## src/double_to_width_integer_unit_assert.svh

```systemverilog
// assertion macros for the double to integer conversion unit
`ifndef DOUBLE_TO_WIDTH_INTEGER_UNIT_ASSERT_SVH
`define DOUBLE_TO_WIDTH_INTEGER_UNIT_ASSERT_SVH

// implication checked on every clock edge outside reset
`define DTW_ASSERT_IMP(label, clk, rst_n, ante, cons, msg) \
    label: assert property (@(posedge clk) disable iff (!rst_n) (ante) |-> (cons)) \
        else $error(msg);

// next-cycle implication
`define DTW_ASSERT_NEXT(label, clk, rst_n, ante, cons, msg) \
    label: assert property (@(posedge clk) disable iff (!rst_n) (ante) |=> (cons)) \
        else $error(msg);

`endif

```

## src/dtw_pkg.sv

```systemverilog
// shared types for the double to integer conversion unit
`timescale 1ns / 1ps
package dtw_pkg;
    localparam logic [2:0] RM_UP   = 3'd0;
    localparam logic [2:0] RM_DOWN = 3'd1;
    localparam logic [2:0] RM_ZERO = 3'd2;
    localparam logic [2:0] RM_AWAY = 3'd3;

    typedef struct packed {
        logic [63:0] value_bits;
        logic [2:0]  rounding_mode;
        logic [6:0]  target_width;
        logic        unsigned_target;
        logic        report_inexact;
    } dtw_in_t;

    typedef struct packed {
        logic [63:0] result_bits;
        logic        invalid_flag;
        logic        inexact_flag;
    } dtw_out_t;

    // stage 1 to stage 2: decoded operand
    typedef struct packed {
        logic        neg;
        logic        bad;
        logic        big;
        logic [52:0] man;
        logic [11:0] ex;
        logic [2:0]  mode;
        logic [6:0]  width;
        logic        uns;
        logic        rep;
    } dtw_dec_t;

    // stage 2 to stage 3: shifted magnitude with rounding decision
    typedef struct packed {
        logic        neg;
        logic        bad;
        logic [63:0] mag;
        logic        up;
        logic        frac;
        logic [6:0]  width;
        logic        uns;
        logic        rep;
    } dtw_rnd_t;
endpackage

```

## src/dtw_decode.sv

```systemverilog
// stage 1: field split and special case detection
`timescale 1ns / 1ps
module dtw_decode import dtw_pkg::*; (
    input  logic     clk,
    input  logic     rst_n,
    input  logic     en,
    input  logic     vin,
    input  dtw_in_t  din,
    output logic     vout,
    output dtw_dec_t dout
);
    logic     valid_reg;
    dtw_dec_t data_reg, data_next;
    logic [10:0] ex;

    // decode fields
    always_comb
    begin
        ex = din.value_bits[62:52];
        data_next.neg   = din.value_bits[63];
        data_next.bad   = (ex == 11'h7FF) || (din.target_width == 7'd0);
        data_next.big   = ({1'b0, ex} >= 12'd1087);
        data_next.man   = {ex != 11'd0, din.value_bits[51:0]};
        data_next.ex    = (ex == 11'd0) ? 12'd1 : {1'b0, ex};
        data_next.mode  = din.rounding_mode;
        data_next.width = (din.target_width > 7'd64) ? 7'd64 : din.target_width;
        data_next.uns   = din.unsigned_target;
        data_next.rep   = din.report_inexact;
    end

    always_ff @(posedge clk or negedge rst_n)
    begin
        if (!rst_n)
            valid_reg <= 1'b0;
        else if (en)
            valid_reg <= vin;
    end

    always_ff @(posedge clk)
    begin
        if (en)
            data_reg <= data_next;
    end

    assign vout = valid_reg;
    assign dout = data_reg;
endmodule

```

## src/dtw_round.sv

```systemverilog
// stage 2: alignment shift and rounding decision
`timescale 1ns / 1ps
module dtw_round import dtw_pkg::*; (
    input  logic     clk,
    input  logic     rst_n,
    input  logic     en,
    input  logic     vin,
    input  dtw_dec_t din,
    output logic     vout,
    output dtw_rnd_t dout
);
    logic     valid_reg;
    dtw_rnd_t data_reg, data_next;
    logic [116:0] wide;
    logic [63:0]  rem;
    logic [63:0]  half;
    logic [63:0]  mask;
    logic [11:0]  rsh;
    logic [5:0]   r6;
    logic         far;
    logic         gt, eq;

    // man shifted right by 1075 - ex; the bits shifted out decide the fraction and rounding
    always_comb
    begin
        rsh  = 12'd1075 - din.ex;
        r6   = rsh[5:0];
        far  = (din.ex < 12'd1075) && (rsh >= 12'd64);
        wide = '0;
        mask = '0;
        half = '0;
        rem  = '0;
        data_next.mag  = '0;
        data_next.frac = 1'b0;
        gt = 1'b0;
        eq = 1'b0;
        if (din.ex >= 12'd1075)
        begin
            data_next.mag = 64'(din.man) << (din.ex - 12'd1075);
        end
        else if (far)
        begin
            data_next.frac = din.man != '0;
        end
        else
        begin
            mask = (64'd1 << r6) - 64'd1;
            half = 64'd1 << (r6 - 6'd1);
            rem  = 64'(din.man) & mask;
            data_next.mag  = 64'(din.man) >> r6;
            data_next.frac = rem != '0;
            gt = rem > half;
            eq = rem == half;
        end
        data_next.up = 1'b0;
        if (data_next.frac)
        begin
            case (din.mode)
                RM_UP:   data_next.up = !din.neg;
                RM_DOWN: data_next.up = din.neg;
                RM_ZERO: data_next.up = 1'b0;
                RM_AWAY: data_next.up = gt || eq;
                default: data_next.up = gt || (eq && data_next.mag[0]);
            endcase
        end
        data_next.neg   = din.neg;
        data_next.bad   = din.bad || din.big;
        data_next.width = din.width;
        data_next.uns   = din.uns;
        data_next.rep   = din.rep;
    end

    always_ff @(posedge clk or negedge rst_n)
    begin
        if (!rst_n)
            valid_reg <= 1'b0;
        else if (en)
            valid_reg <= vin;
    end

    always_ff @(posedge clk)
    begin
        if (en)
            data_reg <= data_next;
    end

    assign vout = valid_reg;
    assign dout = data_reg;
endmodule

```

## src/dtw_range.sv

```systemverilog
// stage 3: increment and range check
`timescale 1ns / 1ps
module dtw_range import dtw_pkg::*; (
    input  logic     clk,
    input  logic     rst_n,
    input  logic     en,
    input  logic     vin,
    input  dtw_rnd_t din,
    output logic     vout,
    output dtw_out_t dout
);
    logic     valid_reg;
    dtw_out_t data_reg, data_next;
    logic [64:0] mag;
    logic [64:0] lim;
    logic        fail;

    always_comb
    begin
        mag = {1'b0, din.mag} + {64'd0, din.up};
        lim = 65'd1 << (din.width - 7'd1);
        if (din.uns)
            fail = (din.neg && mag != '0) || (mag > ((65'd1 << din.width) - 65'd1));
        else
            fail = din.neg ? (mag > lim) : (mag > lim - 65'd1);
        fail = fail || din.bad;
        data_next.invalid_flag = fail;
        data_next.result_bits  = fail ? 64'd0 :
                                 (din.neg ? 64'd0 - mag[63:0] : mag[63:0]);
        data_next.inexact_flag = !fail && din.rep && din.frac;
    end

    always_ff @(posedge clk or negedge rst_n)
    begin
        if (!rst_n)
            valid_reg <= 1'b0;
        else if (en)
            valid_reg <= vin;
    end

    always_ff @(posedge clk)
    begin
        if (en)
            data_reg <= data_next;
    end

    assign vout = valid_reg;
    assign dout = data_reg;

    `include "double_to_width_integer_unit_assert.svh"
    `DTW_ASSERT_IMP(inv_zero_result, clk, rst_n, vout && dout.invalid_flag,
        dout.result_bits == 64'd0 && !dout.inexact_flag, "invalid item not zeroed")
    `DTW_ASSERT_NEXT(hold_on_stall, clk, rst_n, vout && !en, vout && $stable(dout),
        "stalled item changed")
    `DTW_ASSERT_NEXT(advance_item, clk, rst_n, vin && en, vout,
        "advancing item lost")
endmodule

```

## src/double_to_width_integer_unit.sv

```systemverilog
// Double to integer conversion unit, three stage pipeline.
// Each item passes through the decode, round and range registers in that order.
// Throughput: one item per cycle; the whole pipe advances while the output
// register is empty or being taken, so the last stage sets the rate.
// Reset clears the stage valid bits only; data registers are not reset.
`timescale 1ns / 1ps
module double_to_width_integer_unit import dtw_pkg::*; (
    input  logic     clk,
    input  logic     rst_n,
    input  logic     in_valid,
    output logic     in_ready,
    input  dtw_in_t  in_data,
    output logic     out_valid,
    input  logic     out_ready,
    output dtw_out_t out_data
);
    logic     en;
    logic     v1, v2;
    dtw_dec_t d1;
    dtw_rnd_t d2;

    // global advance when the output slot frees
    assign en       = !out_valid || out_ready;
    assign in_ready = en;

    dtw_decode u_dec (.clk, .rst_n, .en, .vin(in_valid), .din(in_data), .vout(v1), .dout(d1));
    dtw_round  u_rnd (.clk, .rst_n, .en, .vin(v1), .din(d1), .vout(v2), .dout(d2));
    dtw_range  u_rng (.clk, .rst_n, .en, .vin(v2), .din(d2), .vout(out_valid),
                      .dout(out_data));
endmodule
```

## config.mk

```make
export PLATFORM = sky130hd
export DESIGN_NAME = double_to_width_integer_unit
export DESIGN_NICKNAME = d
export VERILOG_FILES = /design/src/dtw_pkg.sv /design/src/dtw_decode.sv /design/src/dtw_round.sv /design/src/dtw_range.sv /design/src/double_to_width_integer_unit.sv
export VERILOG_INCLUDE_DIRS = /design/src /design/src/src
export SDC_FILE = /design/constraint.sdc
export NUM_CORES = 1
export LEC_CHECK = 0
export ABC_AREA = 0
export BUFFER_PORTS_ARGS = -buffer_cell sky130_fd_sc_hd__buf_4
export CELL_PAD_IN_SITES_DETAIL_PLACEMENT = 2
export CELL_PAD_IN_SITES_GLOBAL_PLACEMENT = 2
export CORE_MARGIN = 8
export CORE_UTILIZATION = 35
export DETAILED_ROUTE_END_ITERATION = 12
export PLACE_DENSITY_LB_ADDON = 0.1
export SYNTH_ARGS = -nofsm -noshare
export SYNTH_HDL_FRONTEND = slang
export SYNTH_HIERARCHICAL = 1
export SYNTH_SLANG_ARGS = --single-unit
```

## constraint.sdc

```tcl
create_clock -name clk -period 8.3 [get_ports clk]
set_input_delay 1.66 -clock clk [delete_from_list [all_inputs] [get_ports clk]]
set_output_delay 1.66 -clock clk [all_outputs]
set_load 0.05 [all_outputs]
```

==> flow_metrics.py, run 1 <==
metrics = {
    "clock_tree": {
        "cts_sinks": 225,
        "clk_pin_slew_worst_paths_ns": 0.06,
        "numCtsBuffers": 27,
        "clk_latency_ns": 0.62,
        "cts_root_buf": "clkbuf_16",
        "cts_tree": "done",
        "htreeDepth": 1,
        "cts_post_setup_buffers_inserted": 0,
        "cts_resized": 0,
        "cts_buffer_depth": 3,
        "holdBufCountCts": 0,
    },
    "sta": {
        "tns_ns": 0,
        "hold_viol_final": 0,
        "relSlewSlack": 0.04481,
        "fmax_mhz": 133.0,
        "grt_setup_unrepaired": "false",
        "whs_ns": 0.4239,
        "setup_violations": 0,
        "finalMaxSlewViolations": 0,
        "fin_worst_skew_ns": 0.04984,
        "tightest_slew_ns": 1.423,
        "min_period_ns": 7.516,
        "fin_crit_sh": 0.9056,
    },
    "global_route": {
        "grt_pass1_vias": 33310,
        "grt_max_degree": 123,
        "overflow": 0,
        "antenna_found_initial": 4,
        "grt_pass1_wl_microns": 232200,
        "grtUsageTotal": 0.3245,
    },
    "cells_and_area": {
        "drive_gt1_frac": 0.1339,
        "utilization": 0.3884,
        "fillers": 9640,
        "area_delta_synth_final_pct": 10.68,
        "mostFrequentLayoutCell": "nand2_1",
        "num-nets-final": 4036,
        "final_cell_mix": "nand2_1 (571), nor2_1 (293), ha_1 (263)",
    },
    "pwr": {
        "power_uw": 12020,
        "power_density_nw_per_um2": 365.2,
        "vdd_drop_max_uv": 205.2,
        "leakagePower_uw": 0.01298,
        "p_comb_frac": 0.715,
        "seq_power_share": 0.186,
        "p_int_uw": 5156,
        "sw_frac_of_total": 0.5711,
        "p_switching_uw": 6865,
        "pwr-share-clk": 0.098,
    },
    "die": {
        "ios": 148,
        "dieArea_sq_um": 94560,
        "die_x_microns": 307.5,
        "die_height_microns": 307.5,
        "num_rows": 107,
        "core_area_sq_um": 84750,
        "start_util": 0.3509,
    },
    "route": {
        "vias": 31040,
        "first_pass_iters": 5,
        "routed_wl_microns": 159200,
        "viasPerCell": 6.391,
        "post_drt_wl_per_cell_microns": 32.77,
        "ant_nets": 0,
        "drc": 0,
        "dr.first_iter.drc_count": 2149,
    },
    "synthesis": {
        "synth_top_family_by_area": "simple AND/OR/NAND/NOR gates",
        "syn-cell-area_sq_um": 29740,
        "synthMuxAreaShare": 0.09520,
        "netlist_instances": 3686,
        "synth_compound_area_frac": 0.1959,
        "synthAdderAreaFrac": 0.1115,
        "synth_xor_area_frac": 0.06062,
        "synth-edff-count": 222,
        "ys_types": 102,
        "ys.flop_type": "edfxtp_1",
        "yosysWarnings": 6,
        "seq_area_frac_synth": 0.2267,
        "ys_seq_elements": 225,
        "synth_area_per_cell_sq_um": 8.069,
        "syn_nets": 4031,
        "yosys.area_share.simple": 0.2638,
        "synthArstFlopShare": 0.01333,
    },
    "setup_path": {
        "worstPathRequired_ns": 8.62,
        "critPathMaxStageDelay_ns": 0.91,
        "cp_slowest_cell": "xnor2_1",
        "timing.rr.end": "u_rng/dout[0]",
        "r2r_slack_ns": 0.78,
        "worstPathCellList": "ha_1 -> ha_1 -> nand4_2 -> or4_1 -> nor3_2 -> nand3_1 -> xnor2_1 -> ha_1 -> and4_1 -> nor4b_1 -> nand4_1 -> nor2_1 -> a2111oi_0 -> a41o_1 -> o31ai_1 -> a21boi_4 -> buf_4 -> nor2_1",
        "endpoint_kind": "flip-flop",
        "crit_start": "u_rnd/dout[10]",
        "r2r_start": "u_rnd/dout[10]",
        "path_buf_inv": 1,
        "crit_top_cell": "ha_1",
        "r2r_cells": 18,
        "endpoint": "u_rng/dout[0]",
        "path_class": "reg2reg",
        "critPathTopFamily": "simple AND/OR/NAND/NOR gates",
        "crit_path_start_kind": "flip-flop",
        "cp.depth": 18,
        "cp_data_arrival_time_ns": 7.84,
        "crit_fanout": 10,
    },
    "placement": {
        "gp_congestion": 0.9811,
        "dpl.hpwl_microns": 126800,
        "io_buffers": 147,
    },
    "worst_hold_path": {
        "min-delay-start": "u_dec/dout[4]",
        "min_path_type": "reg2reg",
    },
    "flow_run": {
        "cap_violations": 0,
    },
    "outcome": {
        "outcome": "finished clean",
    },
}
## final cells by class
cell class                      count  area, sq um  area share
Clock buffer                       32        694.4     0.02110
Sequential cell                   225         6741      0.2048
Inverter                           68        255.2    0.007754
Clock inverter                     17        166.4    0.005056
Tap cell                         1144         1431     0.04348
Timing Repair Buffer              246         1884     0.05724
Multi-Input combinational cell   3123        21740      0.6604
Antenna cell                        2        5.005   0.0001520
## cell families (layout without fill, tap and decap cells)
kind of cell	Yosys count	after routing
adders and majority gates	265	265
buffers and inverters	338	363
and+or+nand+nor	1561	1561
muxes	184	184
DFF	225	225
other	1	3
xor gates and xnor gates	205	205
AOI/OAI and AO/OA	907	907
## synthesized netlist by cell type (43+ instances only)
cell type / number / area (sq um)
ha_1: 265 / 3316
edfxtp_1: 222 / 6666
nand4_1: 84 / 525.5
mux2i_1: 86 / 860.8
nand3_1: 133 / 665.6
xor2_1: 90 / 788.3
a21oi_1: 240 / 1201
mux4_2: 77 / 1734
clkbuf_1: 181 / 679.4
nor2_1: 294 / 1104
nand2_1: 571 / 2143
nor3_1: 88 / 440.4
buf_1: 51 / 191.4
a211oi_1: 47 / 352.8
nor2b_1: 47 / 294.0
inv_1: 63 / 236.5
xnor2_1: 114 / 998.5
o21ai_0: 231 / 1156
a21o_1: 43 / 322.8
nor4_1: 56 / 350.3
## power groups by stage
stage / Combinational (uW) / Clock (uW) / Sequential (uW)
after CTS: 8480 / 1220 / 2230
after global routing: 9160 / 1250 / 2270
after floorplan: 5130 / 0 / 2450
final: 8600 / 1180 / 2240
after global placement: 8120 / 0 / 2210
after detailed placement: 8440 / 0 / 2250
## worst min-delay path by stage
stage               endpoint  slack [ns]  cells past startpoint
6_report       u_rnd/dout[4]        0.42                      0
5_1_grt        u_rnd/dout[1]        0.44                      0
4_1_cts        u_rnd/dout[4]        0.43                      0
2_1_floorplan  u_rnd/dout[0]        0.40                      0
3_5_place_dp   u_rnd/dout[2]        0.41                      0
3_3_place_gp   u_rnd/dout[5]        0.41                      0
## layer usage
layer	GRT usage	wire, microns	vias up
met5	0	31	-
met4	0.1653	9532	4
met3	0.04618	8546	345
met2	0.5559	76090	1168
met1	0.3953	64990	15770
li1	-	-	13760
## worst register-to-register path, cell delays in order (launching register included)
cell and delay (ns):
edfxtp_1 0.34, ha_1 0.32, ha_1 0.38, nand4_2 0.28
or4_1 0.77, nor3_2 0.77, nand3_1 0.22, xnor2_1 0.91
ha_1 0.31, and4_1 0.21, nor4b_1 0.62, nand4_1 0.24
nor2_1 0.21, a2111oi_0 0.15, a41o_1 0.26, o31ai_1 0.09
a21boi_4 0.69, buf_4 0.40, nor2_1 0.10
## per-stage QoR
step | area, sq um | setup slack [ns] | instances
4_1_cts | 32910 | 0.8259 | 4855
3_3_place_gp | 32050 | 1.289 | 4806
3_5_place_dp | 32050 | 0.8913 | 4806
6_report | 32920 | 0.7839 | 4857
5_1_grt | 32910 | 0.4166 | 4855
2_1_floorplan | 29740 | 1.958 | 3686
## sequential cells by signal (all words and copies together) (netlist names)
name,cells
u_dec/dout,79
u_rng/vout,1
u_rnd/dout,77
u_rng/dout,66
u_dec/vout,1
u_rnd/vout,1
Power figures use the tool's default switching activity.
==> inputs of run 2 (changes only) <==
--- a/config.mk
+++ b/config.mk
@@ -14,6 +14,7 @@
 export CORE_UTILIZATION = 35
 export DETAILED_ROUTE_END_ITERATION = 12
 export PLACE_DENSITY_LB_ADDON = 0.1
+export RECOVER_POWER = 100
 export SYNTH_ARGS = -nofsm -noshare
 export SYNTH_HDL_FRONTEND = slang
 export SYNTH_HIERARCHICAL = 1
==> flow_metrics.py, run 2 (same netlist as run 1, synthesis figures left out) <==
metrics = {
    "outcome": {
        "outcome": "finished with violations",
        "violations": "max-capacitance violations, max-slew violations",
    },
    "die": {
        "ios": 148,
        "die_x_microns": 307.5,
        "dieArea_sq_um": 94560,
        "start_util": 0.3509,
        "die_height_microns": 307.5,
        "core_area_sq_um": 84750,
        "num_rows": 107,
    },
    "global_route": {
        "antenna_found_initial": 4,
        "grt_pass1_vias": 33310,
        "grt_max_degree": 123,
        "grt_pass1_wl_microns": 232200,
        "grtUsageTotal": 0.3245,
        "overflow": 0,
    },
    "route": {
        "post_drt_wl_per_cell_microns": 32.75,
        "routed_wl_microns": 159100,
        "ant_nets": 0,
        "vias": 30890,
        "drc": 0,
        "first_pass_iters": 5,
        "dr.first_iter.drc_count": 2061,
        "viasPerCell": 6.360,
    },
    "sta": {
        "setup_violations": 0,
        "relSlewSlack": -1.478,
        "hold_viol_final": 0,
        "fin_crit_sh": 0.9279,
        "grt_setup_unrepaired": "false",
        "fmax_mhz": 129.8,
        "fin_worst_skew_ns": 0.04833,
        "min_period_ns": 7.702,
        "whs_ns": 0.4249,
        "tightest_slew_ns": 3.717,
        "tns_ns": 0,
        "finalMaxSlewViolations": 144,
    },
    "clock_tree": {
        "holdBufCountCts": 0,
        "numCtsBuffers": 27,
        "clk_pin_slew_worst_paths_ns": 0.06,
        "cts_resized": 0,
        "cts_tree": "done",
        "htreeDepth": 1,
        "cts_root_buf": "clkbuf_16",
        "clk_latency_ns": 0.62,
        "cts_post_setup_buffers_inserted": 0,
        "cts_sinks": 225,
        "cts_buffer_depth": 3,
    },
    "setup_path": {
        "critPathTopFamily": "simple AND/OR/NAND/NOR gates",
        "worstPathCellList": "or2_2 -> clkinv_1 -> buf_4 -> nand3_1 -> ha_1 -> and2_0 -> o21ai_0 -> nor3_1 -> o21ai_0 -> a2111oi_0 -> xor2_1 -> ha_1 -> and4_1 -> nand4_1 -> nor2_1 -> nand3_1 -> a31oi_1 -> nor2b_1 -> o31ai_1 -> a21boi_4 -> clkbuf_2 -> nor2_4",
        "crit_fanout": 19,
        "path_class": "reg2reg",
        "crit_path_start_kind": "flip-flop",
        "cp_slowest_cell": "nor3_1",
        "path_buf_inv": 3,
        "cp_data_arrival_time_ns": 8.05,
        "worstPathRequired_ns": 8.65,
        "endpoint_kind": "flip-flop",
        "critPathMaxStageDelay_ns": 0.77,
    },
    "cells_and_area": {
        "seqCellArea_sq_um": 6741,
        "num-nets-final": 4036,
        "drive_gt1_frac": 0.1035,
        "fin_area_sq_um": 32390,
        "final_cell_mix": "nand2_1 (571), nor2_1 (313), ha_1 (263)",
        "mostFrequentLayoutCell": "nand2_1",
        "final_cells": 4857,
        "largest_register_ffs": 79,
        "area_delta_synth_final_pct": 8.919,
        "multiInputGateArea_sq_um": 21550,
        "fillers": 9740,
    },
    "placement": {
        "io_buffers": 147,
        "placed_cell_area_sq_um": 32050,
        "dpl.hpwl_microns": 126800,
        "dp_cells": 4806,
        "gp_congestion": 0.9811,
    },
    "pwr": {
        "leakagePower_uw": 0.01258,
        "vdd_drop_max_uv": 204.6,
        "power_uw": 11800,
        "power_density_nw_per_um2": 364.3,
    },
    "flow_run": {
        "cap_violations": 3,
    },
    "worst_hold_path": {
        "min_path_type": "reg2reg",
    },
}
[run 2: layout make-up]
class	instances	share of cell area
Timing Repair Buffer	246	0.04793
Multi-Input combinational cell	3123	0.6652
Antenna cell	2	0.0001545
Tap cell	1144	0.04419
Clock buffer	32	0.02144
Inverter	68	0.007879
Sequential cell	225	0.2081
Clock inverter	17	0.005137
[run 2: final timing paths]
path	from	to	slack (ns)	cells past startpoint
min in group asynchronous	rst_n	u_dec/vout	0.88	1
worst max-delay path	u_rnd/dout[7]	u_rng/dout[24]	0.60	22
worst min register to register	u_dec/dout[4]	u_rnd/dout[4]	0.42	0
worst max register to register	u_rnd/dout[7]	u_rng/dout[24]	0.60	22
worst min-delay path	u_dec/dout[4]	u_rnd/dout[4]	0.42	0
max in group asynchronous	rst_n	u_rng/vout	7.25	1
[run 2: power breakdown]
group | switching (uW) | internal [uW] | leakage [uW]
clock | 518 | 667 | 0.000423
combinational | 5760 | 2610 | 0.00975
sequential | 513 | 1730 | 0.00241
total | 6790 | 5010 | 0.0126
[run 2: stage by stage]
step	worst slack [ns]	utilization
after CTS	0.8259	0.3884
final	0.5980	0.3822
after floorplan	1.958	-
after detailed placement	0.8913	0.3782
after global routing	0.2095	0.3822
after global placement	1.289	0.3782
[run 2: worst reg2reg max path, delay by kind of cell, from the launching register on]
family	cells	cell delay, ns
AOI/OAI and AO/OA	6	2.50
buffers and inverters	3	1.17
and+or+nand+nor	10	2.60
xor gates and xnor gates	1	0.13
DFF	1	0.52
adders and majority gates	2	0.54
[run 2: layer usage]
layer | track usage | routed length, microns
met1 | 0.3953 | 65350
met2 | 0.5559 | 76030
met3 | 0.04618 | 8228
met4 | 0.1653 | 9422
met5 | 0 | 31
